<file path="config.mk">
export PLATFORM = sky130hd
export DESIGN_NAME = line_follower_pd_steering_top
export DESIGN_NICKNAME = d
export VERILOG_FILES = /design/src/hw/rtl/lfps_pkg.sv /design/src/hw/rtl/line_follower_pd_steering_top.sv /design/src/hw/rtl/lfps_front.sv /design/src/hw/rtl/lfps_queue.sv /design/src/hw/rtl/lfps_back.sv
export SDC_FILE = /design/constraint.sdc
export NUM_CORES = 1
export LEC_CHECK = 0
export ABC_AREA = 1
export BUFFER_PORTS_ARGS = -buffer_cell sky130_fd_sc_hd__buf_4
export CAP_MARGIN = 15
export CORE_MARGIN = 2
export CORE_UTILIZATION = 30
export CTS_CLUSTER_DIAMETER = 150
export CTS_CLUSTER_SIZE = 14
export DETAILED_ROUTE_END_ITERATION = 10
export HOLD_SLACK_MARGIN = 0.05
export MAX_ROUTING_LAYER = met4
export PLACE_DENSITY_LB_ADDON = 0.08
export RECOVER_POWER = 25
export SYNTH_ARGS = -nofsm -noshare
export SYNTH_HDL_FRONTEND = slang
export SYNTH_SLANG_ARGS = --single-unit
export TNS_END_PERCENT = 1
</file>
<file path="constraint.sdc">
create_clock -name clk -period 5.94 [get_ports clk]
set_input_delay 0 -clock clk [delete_from_list [all_inputs] [get_ports clk]]
set_output_delay 0 -clock clk [all_outputs]
set_load 0.01 [all_outputs]
</file>
<file path="src/hw/rtl/lfps_pkg.sv">
// ----------------------------------------------------------------------------
// lfps_pkg
// Types, constants and the pattern table of the line follower steering block.
// ----------------------------------------------------------------------------
`default_nettype none

package lfps_pkg;

  localparam int NUM_SENSORS = 7;
  localparam int CFG_DATA_W  = 56;
  localparam int CFG_IDX_W   = 3;
  localparam int SUM_W       = 15;

  localparam logic [8:0] LINE_MARGIN = 9'd20;
  localparam logic [7:0] DUTY_MAX    = 8'd255;

  // register indexes
  localparam logic [CFG_IDX_W-1:0] REG_WHITE_LEVELS = 3'd0;
  localparam logic [CFG_IDX_W-1:0] REG_PROP_GAIN    = 3'd1;
  localparam logic [CFG_IDX_W-1:0] REG_DERIV_GAIN   = 3'd2;
  localparam logic [CFG_IDX_W-1:0] REG_BASE_SPEED   = 3'd3;
  localparam logic [CFG_IDX_W-1:0] REG_PIVOT_FAST   = 3'd4;
  localparam logic [CFG_IDX_W-1:0] REG_PIVOT_SLOW   = 3'd5;

  // sensor patterns
  localparam logic [6:0] PAT_ALL      = 7'h7F;
  localparam logic [6:0] PAT_R4       = 7'h06;
  localparam logic [6:0] PAT_R3       = 7'h04;
  localparam logic [6:0] PAT_R2       = 7'h0C;
  localparam logic [6:0] PAT_C1       = 7'h08;
  localparam logic [6:0] PAT_C1_WIDE  = 7'h1C;
  localparam logic [6:0] PAT_L2       = 7'h18;
  localparam logic [6:0] PAT_L3       = 7'h10;
  localparam logic [6:0] PAT_L4       = 7'h30;
  localparam logic [6:0] PAT_NONE     = 7'h00;
  localparam logic [6:0] PAT_EDGE_R0  = 7'h01;
  localparam logic [6:0] PAT_EDGE_R1  = 7'h02;
  localparam logic [6:0] PAT_EDGE_R2  = 7'h03;
  localparam logic [6:0] PAT_EDGE_L0  = 7'h20;
  localparam logic [6:0] PAT_EDGE_L1  = 7'h40;
  localparam logic [6:0] PAT_EDGE_L2  = 7'h60;

  typedef struct packed {
    logic [7:0] prop_gain;
    logic [7:0] deriv_gain;
    logic [7:0] base_speed;
    logic [7:0] pivot_fast;
    logic [7:0] pivot_slow;
  } lfps_drive_cfg_t;

  typedef struct packed {
    logic              hit;
    logic signed [3:0] code;
    logic              set_side;
    logic              right;
    logic              ind;
  } lfps_class_t;

  typedef struct packed {
    logic [6:0]        pattern;
    logic signed [3:0] code;
    logic              on_right;
    logic              ind;
    logic signed [3:0] err;
    logic signed [4:0] diff;
  } lfps_item_t;

  typedef struct packed {
    logic [7:0]        left_duty;
    logic [7:0]        right_duty;
    logic              left_reverse;
    logic              right_reverse;
    logic [6:0]        pattern;
    logic signed [3:0] code;
    logic              ind;
  } lfps_result_t;

  function automatic lfps_class_t lfps_lookup(input logic [6:0] pat);
    lfps_class_t c;
    c = '{hit: 1'b1, code: 4'sd0, set_side: 1'b0, right: 1'b0, ind: 1'b0};
    case (pat)
      PAT_R4:      begin c.code = 4'sd4;  c.set_side = 1'b1; c.right = 1'b1; end
      PAT_R3:      begin c.code = 4'sd3;  c.set_side = 1'b1; c.right = 1'b1; end
      PAT_R2:      begin c.code = 4'sd2;  c.set_side = 1'b1; c.right = 1'b1; end
      PAT_C1:      c.code = 4'sd1;
      PAT_C1_WIDE: c.code = 4'sd1;
      PAT_L2:      begin c.code = -4'sd2; c.set_side = 1'b1; end
      PAT_L3:      begin c.code = -4'sd3; c.set_side = 1'b1; end
      PAT_L4:      begin c.code = -4'sd4; c.set_side = 1'b1; end
      PAT_ALL:     begin c.code = 4'sd4;  c.ind = 1'b1; end
      default: begin
        if (!(pat inside {PAT_NONE, PAT_EDGE_R0, PAT_EDGE_R1, PAT_EDGE_R2,
                          PAT_EDGE_L0, PAT_EDGE_L1, PAT_EDGE_L2})) begin
          c.hit = 1'b0;
        end
      end
    endcase
    return c;
  endfunction

  function automatic logic [7:0] lfps_sat(input logic signed [SUM_W-1:0] v);
    logic [7:0] r;
    if (v < 0) begin
      r = 8'd0;
    end else if (v > $signed({{(SUM_W-8){1'b0}}, DUTY_MAX})) begin
      r = DUTY_MAX;
    end else begin
      r = v[7:0];
    end
    return r;
  endfunction

endpackage

`default_nettype wire

</file>
<file path="src/hw/rtl/line_follower_pd_steering_top.sv">
// ----------------------------------------------------------------------------
// line_follower_pd_steering_top
// Line follower steering: sensor thresholding, position code and PD drive.
// ----------------------------------------------------------------------------
// One scan of seven sensor samples goes in per push and one drive result comes
// out per pop, in order. A scan is taken every cycle while full is low; its
// result is written to the item queue at the edge that takes it, then to the
// output register that drives the result ports once that register is empty or
// being popped. The front keeps the position state, so consecutive scans never
// wait on each other; the back holds up to QUEUE_DEPTH classified scans plus one
// finished result while pop is low.
// Write the configuration registers only while no result is pending.
`default_nettype none

module line_follower_pd_steering_top
  import lfps_pkg::*;
#(
  parameter int QUEUE_DEPTH = 4
) (
  input  wire logic                  clk,
  input  wire logic                  rst,
  input  wire logic                  cfg_write,
  input  wire logic [CFG_IDX_W-1:0]  cfg_index,
  input  wire logic [CFG_DATA_W-1:0] cfg_data,
  input  wire logic                  push,
  output logic                       full,
  input  wire logic [7:0]            sample_0,
  input  wire logic [7:0]            sample_1,
  input  wire logic [7:0]            sample_2,
  input  wire logic [7:0]            sample_3,
  input  wire logic [7:0]            sample_4,
  input  wire logic [7:0]            sample_5,
  input  wire logic [7:0]            sample_6,
  output logic                       empty,
  input  wire logic                  pop,
  output logic [7:0]                 left_duty,
  output logic [7:0]                 right_duty,
  output logic                       left_reverse,
  output logic                       right_reverse,
  output logic [6:0]                 sensor_pattern,
  output logic signed [3:0]          error_code,
  output logic                       indicator
);

  logic [CFG_DATA_W-1:0] white_levels;
  lfps_drive_cfg_t       drive_cfg;
  logic [7:0]            samples [NUM_SENSORS];
  logic                  accept;
  lfps_item_t            front_item, q_item;
  logic                  q_valid, q_pop, out_valid;
  lfps_result_t          result;

  always_ff @(posedge clk) begin
    if (rst) begin
      white_levels <= '0;
      drive_cfg    <= '0;
    end else if (cfg_write) begin
      case (cfg_index)
        REG_WHITE_LEVELS: white_levels          <= cfg_data;
        REG_PROP_GAIN:    drive_cfg.prop_gain   <= cfg_data[7:0];
        REG_DERIV_GAIN:   drive_cfg.deriv_gain  <= cfg_data[7:0];
        REG_BASE_SPEED:   drive_cfg.base_speed  <= cfg_data[7:0];
        REG_PIVOT_FAST:   drive_cfg.pivot_fast  <= cfg_data[7:0];
        REG_PIVOT_SLOW:   drive_cfg.pivot_slow  <= cfg_data[7:0];
        default: ;
      endcase
    end
  end

  assign samples[0] = sample_0;
  assign samples[1] = sample_1;
  assign samples[2] = sample_2;
  assign samples[3] = sample_3;
  assign samples[4] = sample_4;
  assign samples[5] = sample_5;
  assign samples[6] = sample_6;

  assign accept = push && !full;

  lfps_front u_front (
    .clk          (clk),
    .rst          (rst),
    .accept       (accept),
    .samples      (samples),
    .white_levels (white_levels),
    .item         (front_item)
  );

  lfps_queue #(
    .DEPTH (QUEUE_DEPTH)
  ) u_queue (
    .clk     (clk),
    .rst     (rst),
    .wr_en   (accept),
    .wr_item (front_item),
    .full    (full),
    .rd_en   (q_pop),
    .rd_item (q_item),
    .valid   (q_valid)
  );

  lfps_back u_back (
    .clk       (clk),
    .rst       (rst),
    .q_valid   (q_valid),
    .q_item    (q_item),
    .q_pop     (q_pop),
    .cfg       (drive_cfg),
    .pop       (pop),
    .out_valid (out_valid),
    .result    (result)
  );

  assign empty          = !out_valid;
  assign left_duty      = result.left_duty;
  assign right_duty     = result.right_duty;
  assign left_reverse   = result.left_reverse;
  assign right_reverse  = result.right_reverse;
  assign sensor_pattern = result.pattern;
  assign error_code     = result.code;
  assign indicator      = result.ind;

endmodule

`default_nettype wire

</file>
<file path="src/hw/rtl/lfps_front.sv">
// ----------------------------------------------------------------------------
// lfps_front
// Thresholds a scan, classifies the pattern and tracks the position state.
// ----------------------------------------------------------------------------
`default_nettype none

module lfps_front
  import lfps_pkg::*;
(
  input  wire logic                  clk,
  input  wire logic                  rst,
  input  wire logic                  accept,
  input  wire logic [7:0]            samples [NUM_SENSORS],
  input  wire logic [CFG_DATA_W-1:0] white_levels,
  output lfps_item_t                 item
);

  logic [6:0]        pattern;
  lfps_class_t       cls;
  logic signed [3:0] held_code, held_code_next;
  logic signed [3:0] previous_error;
  logic              line_on_right, line_on_right_next;
  logic              indicator_lit, indicator_lit_next;
  logic signed [3:0] err;

  always_comb begin
    for (int i = 0; i < NUM_SENSORS; i++) begin
      pattern[i] = {1'b0, samples[i]} <= ({1'b0, white_levels[8*i +: 8]} + LINE_MARGIN);
    end
  end

  assign cls                = lfps_lookup(pattern);
  assign held_code_next     = cls.hit ? cls.code : held_code;
  assign indicator_lit_next = cls.hit ? cls.ind : indicator_lit;
  assign line_on_right_next = cls.set_side ? cls.right : line_on_right;
  assign err                = -held_code_next;

  always_comb begin
    item.pattern  = pattern;
    item.code     = held_code_next;
    item.on_right = line_on_right_next;
    item.ind      = indicator_lit_next;
    item.err      = err;
    item.diff     = 5'(err) - 5'(previous_error);
  end

  always_ff @(posedge clk) begin
    if (rst) begin
      held_code      <= '0;
      previous_error <= '0;
      line_on_right  <= 1'b0;
      indicator_lit  <= 1'b0;
    end else if (accept) begin
      held_code      <= held_code_next;
      previous_error <= err;
      line_on_right  <= line_on_right_next;
      indicator_lit  <= indicator_lit_next;
    end
  end

endmodule

`default_nettype wire

</file>
<file path="src/hw/rtl/lfps_queue.sv">
// ----------------------------------------------------------------------------
// lfps_queue
// Short first-in first-out queue of classified items between front and back.
// ----------------------------------------------------------------------------
`default_nettype none

module lfps_queue
  import lfps_pkg::*;
#(
  parameter int DEPTH = 4
) (
  input  wire logic clk,
  input  wire logic rst,
  input  wire logic wr_en,
  input  wire lfps_item_t wr_item,
  output logic      full,
  input  wire logic rd_en,
  output lfps_item_t rd_item,
  output logic      valid
);

  localparam int PTR_W = (DEPTH > 1) ? $clog2(DEPTH) : 1;
  localparam int CNT_W = $clog2(DEPTH + 1);
  localparam logic [PTR_W-1:0] LAST = PTR_W'(DEPTH - 1);
  localparam logic [CNT_W-1:0] FULL_CNT = CNT_W'(DEPTH);

  lfps_item_t       slots [DEPTH];
  logic [PTR_W-1:0] wr_ptr, rd_ptr;
  logic [CNT_W-1:0] count;

  assign full    = (count == FULL_CNT);
  assign valid   = (count != '0);
  assign rd_item = slots[rd_ptr];

  always_ff @(posedge clk) begin
    if (wr_en) begin
      slots[wr_ptr] <= wr_item;
    end
  end

  always_ff @(posedge clk) begin
    if (rst) begin
      wr_ptr <= '0;
      rd_ptr <= '0;
      count  <= '0;
    end else begin
      if (wr_en) begin
        wr_ptr <= (wr_ptr == LAST) ? '0 : wr_ptr + 1'b1;
      end
      if (rd_en) begin
        rd_ptr <= (rd_ptr == LAST) ? '0 : rd_ptr + 1'b1;
      end
      if (wr_en && !rd_en) begin
        count <= count + 1'b1;
      end else if (rd_en && !wr_en) begin
        count <= count - 1'b1;
      end
    end
  end

endmodule

`default_nettype wire

</file>
<file path="src/hw/rtl/lfps_back.sv">
// ----------------------------------------------------------------------------
// lfps_back
// Applies the PD law or the pivot rule and holds the result for transfer.
// ----------------------------------------------------------------------------
`default_nettype none

module lfps_back
  import lfps_pkg::*;
(
  input  wire logic      clk,
  input  wire logic      rst,
  input  wire logic      q_valid,
  input  wire lfps_item_t q_item,
  output logic           q_pop,
  input  wire lfps_drive_cfg_t cfg,
  input  wire logic      pop,
  output logic           out_valid,
  output lfps_result_t   result
);

  logic signed [12:0]      p_term;
  logic signed [13:0]      d_term;
  logic signed [SUM_W-1:0] base_s, u1, u2;
  lfps_result_t            res_next;

  assign q_pop = q_valid && (!out_valid || pop);

  assign p_term = 13'($signed({1'b0, cfg.prop_gain})) * 13'(q_item.err);
  assign d_term = 14'($signed({1'b0, cfg.deriv_gain})) * 14'(q_item.diff);
  assign base_s = $signed({{(SUM_W-8){1'b0}}, cfg.base_speed});
  assign u1     = base_s + SUM_W'(p_term) + SUM_W'(d_term);
  assign u2     = base_s - SUM_W'(p_term) - SUM_W'(d_term);

  always_comb begin
    res_next.pattern = q_item.pattern;
    res_next.code    = q_item.code;
    res_next.ind     = q_item.ind;
    if (q_item.code == 4'sd0) begin
      if (q_item.on_right) begin
        res_next.left_duty     = cfg.pivot_fast;
        res_next.left_reverse  = 1'b0;
        res_next.right_duty    = cfg.pivot_slow;
        res_next.right_reverse = 1'b1;
      end else begin
        res_next.left_duty     = cfg.pivot_slow;
        res_next.left_reverse  = 1'b1;
        res_next.right_duty    = cfg.pivot_fast;
        res_next.right_reverse = 1'b0;
      end
    end else begin
      res_next.left_duty     = lfps_sat(u2);
      res_next.left_reverse  = 1'b0;
      res_next.right_duty    = lfps_sat(u1);
      res_next.right_reverse = 1'b0;
    end
  end

  always_ff @(posedge clk) begin
    if (q_pop) begin
      result <= res_next;
    end
  end

  always_ff @(posedge clk) begin
    if (rst) begin
      out_valid <= 1'b0;
    end else if (q_pop) begin
      out_valid <= 1'b1;
    end else if (pop) begin
      out_valid <= 1'b0;
    end
  end

endmodule

`default_nettype wire

</file>
# Word-level counts from Yosys, hierarchy flattened
# Memory sizes are Yosys's and may differ from the RTL's. A register that Yosys moved wholly into a read port is not among the register bits.
# Cells that the tools add are included.
# W data, S select, Z words.
# classes
addsub,17
mul,2
order_cmp,11
n_eq_ne,23
n_mux,25
reduce_logical,27
# op_table
operator,n
$add A8 B5 Y9 const B,7
$le A8 B9 Y1,7
$mux W18,2
$mux W8,4
$gt A15 B9 Y1 const B,2
$lt A15 B1 Y1 const B,2
$pmux W4 S7,1
$eq A7 B5 Y1 const B,3
$eq A7 B7 Y1 const B,3
$add A14 B14 Y15,1
$sub A14 B14 Y15,1
$add A9 B13 Y14,1
$eq A7 B2 Y1 const B,2
$eq A7 B3 Y1 const B,2
$eq A7 B4 Y1 const B,2
$eq A7 B6 Y1 const B,2
$mul A9 B5 Y14,1
$sub A9 B13 Y14,1
$mul A9 B4 Y13,1
$reduce_and A2 Y1,6
$mux W1,11
$eq A3 B3 Y1 const B,3
$reduce_or A9 Y1,1
$mux W2,4
23 further kinds,35
# word_totals
register_bits,144
ram_bits,88
inputBits,120
out_inout_bits,32
word_cells,127
mem_count,1
# mem_list
name,depth,word_bits,read_ports,rd_clocked_by_memory_dff,wr,line,text
u_queue.slots,4,22,1,1,1,lfps_queue.sv:27,lfps_item_t slots [DEPTH];

# Logic depth before layout (Yosys ltp)
# logic_depth
ltp_word,9
ltp_mapped,39
depth_no_buf,37

# Cells and area by module
# Synthesis repeated with hierarchy kept, for this count alone.
# unflattened
hier_cells,2234
hier_area_um2,17126.4
# by_module_without_submodules
mod,n_inst,cells_each,area_each_um2,seq_area_each_um2
lfps_back,1,857,6179.7,920.9
line_follower_pd_steering_top,1,594,4006.3,1921.8
lfps_queue,1,273,3754.9,2822.7
lfps_front,1,510,3185.6,180.2

# Worst setup path before layout
# Ideal clock, no wire load.
# synth_timing
kind,register to register
start,register with a tool-made name
end,"register, netlist name u_back.result[14]"
setup_ns,0.262
arrival_time_ns,6.336
required_time_ns,5.678
path_slack_ns,-0.658
path_stages_with_launch,33
n_path_buf,2
cell_sequence,dfxtp_1 clkbuf_1 clkbuf_1 nand2_1 nand3_1 nand2_1 inv_1 nand2_1 fa_1 fa_1 inv_1 fa_1 ha_1 inv_1 fa_1 o21ai_0 xor2_1 inv_1 fa_1 inv_1 ha_1 a21oi_1 o21a_1 nand2_1 a21oi_2 o21bai_1 nand2_1 nand2_1 a21oi_2 xnor2_1 nor2_2 o21ai_1 nand3_1

==> run metrics <==
status complete, no violations; Synth Cell Area ~0.015 mm²; Yosys warning count 0; XOR/XNOR Fraction of Synth Area between 4 and 5%; Mean Syn Cell Area approximately 8.3 µm²; vias in the first global route 12780; post-synthesis async set-or-reset flop share 0%; Primary FF master, synth dfxtp_1; Synth Area in Compound Gates 10.91%; max-cap viol count 0; final setup violation count 0; total CTS buffers 20; slowest cell delay on critical path roughly 0.5 ns; clock skew around 0.011 ns; Slew Limit Fails 0; dpl hpwl 33670 µm; Worst R2R Path Depth 31; core area between 0.05 and 0.06 mm²; Via density 4.477; Slew headroom 31.14%; EDFF count, synth ~110; WL per Instance ~16 µm; post-synthesis simple-gate area fraction 19.04%; largest net degree at the start of global routing 92; Post-Synth Adder-Cell Area around a fifth; area leader, netlist edfxtp_1; CP required a little over 6 ns; flop and latch count out of synthesis ~230; Synth Net Count 2182; Tcrit/Tclk final ~100%; total number of vias 12760; Mapped Cells 1847; clock root buffer master clkbuf_16; Placed Area roughly 0.018 mm²; Worst Tran Pin Value between 1 and 1.5 ns; DIE HEIGHT roughly 230 µm; largest family of logic cells by synthesized area adder cells; min-delay worst type in2reg; gpl congestion around 0.86; final core occ approximately 39%; io pins 152; layout cells sized above 1 between 10% and 20%; initial DRC count 430; chip width roughly 230 µm; post-synthesis mux area share 0%; top-count cell post-synth nor2_1; router iterations before antenna repair 5; total gr overflow 0; port bufs about 150; post-synth top area share between 20% and 30%; CP endpoint kind register; Residual DRC 0; RSZ-0062 raised after global routing true; antenna violations before repair 2; final setup TNS 0 ns; kind of critical path reg2reg; Antenna Nets Post-Route 0; FMAX between 0.15 and 0.2 GHz; slowest stage cell on the critical path fa_1; synth cell count leaders 280 x nor2_1, 273 x nand2_1, 270 x inv_1; clock sink total between 200 and 250; startpoint type of the worst setup path register; CTS tree yes; die area ~0.053 mm²; Routed WL around 44000 µm; Tmin final approximately 5.9 ns; hold depth 7; final hold violations 0; crit path max fanout 8; clock latency on the worst-skew pair between 0.5 and 0.6 ns; Tot GR Track Use around 17%; Synth-to-Final Area Change 28.80%; final hold slack ~0.08 ns; first-pass GRT wire length around 70000 µm; sequential share of the synthesized area a little under two fifths; clock buffer depth 3; row cnt 83; design area about 0.020 mm²; Synth cell types 52; main area contributors after synthesis edfxtp_1 22%, dfxtp_1 15%, ha_1 13%; htree depth 1; Arr. time, crit path just over 6 ns; Initial Utilization 30.20%; final-stage net count between 2000 and 2500; Worst-path clk slew around 0.070 ns
[cells in the final DEF, fill, tap and decap left out, types with 44 or more instances in the layout]
| cell | count |
|---|---|
| nand3_1 | 80 |
| xor2_1 | 48 |
| buf_4 | 228 |
| a21oi_1 | 76 |
| nor2_1 | 267 |
| fa_1 | 49 |
| dfxtp_1 | 114 |
| dlygate4sd3_1 | 64 |
| inv_1 | 260 |
| edfxtp_1 | 114 |
| o21ai_0 | 135 |
| clkbuf_1 | 44 |
| ha_1 | 146 |
| nand2_1 | 253 |
[per-layer routing]
layer  wire length [µm]  vias up  global-route usage (%)
li1                   -     6602                       -
met1              20450     5926                   21.87
met2              21320      199                   28.74
met3               1691       29                   2.038
met4                708        0                   3.508
met5                  0        -                       -
[critical path: cells and delay by family (launching register included)]
family	cells	cell delay, ns
simple gates	9	0.65
fa+ha+maj	7	2.76
flops	1	0.39
compound gates	7	0.99
buf+inv	6	0.44
xor+xnor	2	0.41
[path summary, 6_finish.rpt]
path / start / endpoint / slack, ns
max: register / u_back.result[15] / 0.01
min: cfg_write / drive_cfg[38] / 0.08
max reg2reg: register / u_back.result[15] / 0.01
min reg2reg: white_levels[49] / white_levels[49] / 0.46
[sequential cells by signal, indices dropped and copies added (netlist names), named ones only]
signal,cells
u_queue.slots,84
white_levels,56
drive_cfg,40
u_back.result,30
u_front.previous_error,4
u_front.held_code,3
u_queue.count,3
u_queue.rd_ptr,2
u_queue.wr_ptr,2
u_back.out_valid,1
u_front.indicator_lit,1
u_front.line_on_right,1
[through the flow]
stage | std cells | setup slack, ns
3_5_place_dp | 2743 | -0.3185
3_3_place_gp | 2743 | -0.1925
5_1_grt | 2849 | -0.3389
6_report | 2849 | 0.01221
4_1_cts | 2845 | -0.09883
2_1_floorplan | 1847 | -0.005589
[logic make-up after synthesis]
logic type | count (synthesis)
flops | 229
simple gates | 695
xor+xnor | 83
buf+inv | 325
compound gates | 300
fa+ha+maj | 215
[final cells by class]
| type | count | area (µm²) |
|---|---|---|
| clock inverters | 2 | 25.02 |
| well taps | 680 | 850.8 |
| flip-flops and latches | 229 | 5729 |
| diodes | 2 | 5.005 |
| repair buffers | 328 | 2521 |
| fillers | 5289 | 31160 |
| clock buffers | 32 | 545.5 |
| multi-input cells | 1293 | 9087 |
| inverters | 283 | 1067 |
[timing repair]
item                       4_1_cts  5_1_grt
setup endpoints to repair       16       16
buffers inserted                 4        2
resized for setup               40       71
hold endpoints to repair       114        0
hold buffers                    64        0
pin swaps                       43       55
Power is left out: the tool's default activity adds up to more than one toggle a clock period on the data nets, which glitch-free logic cannot reach.
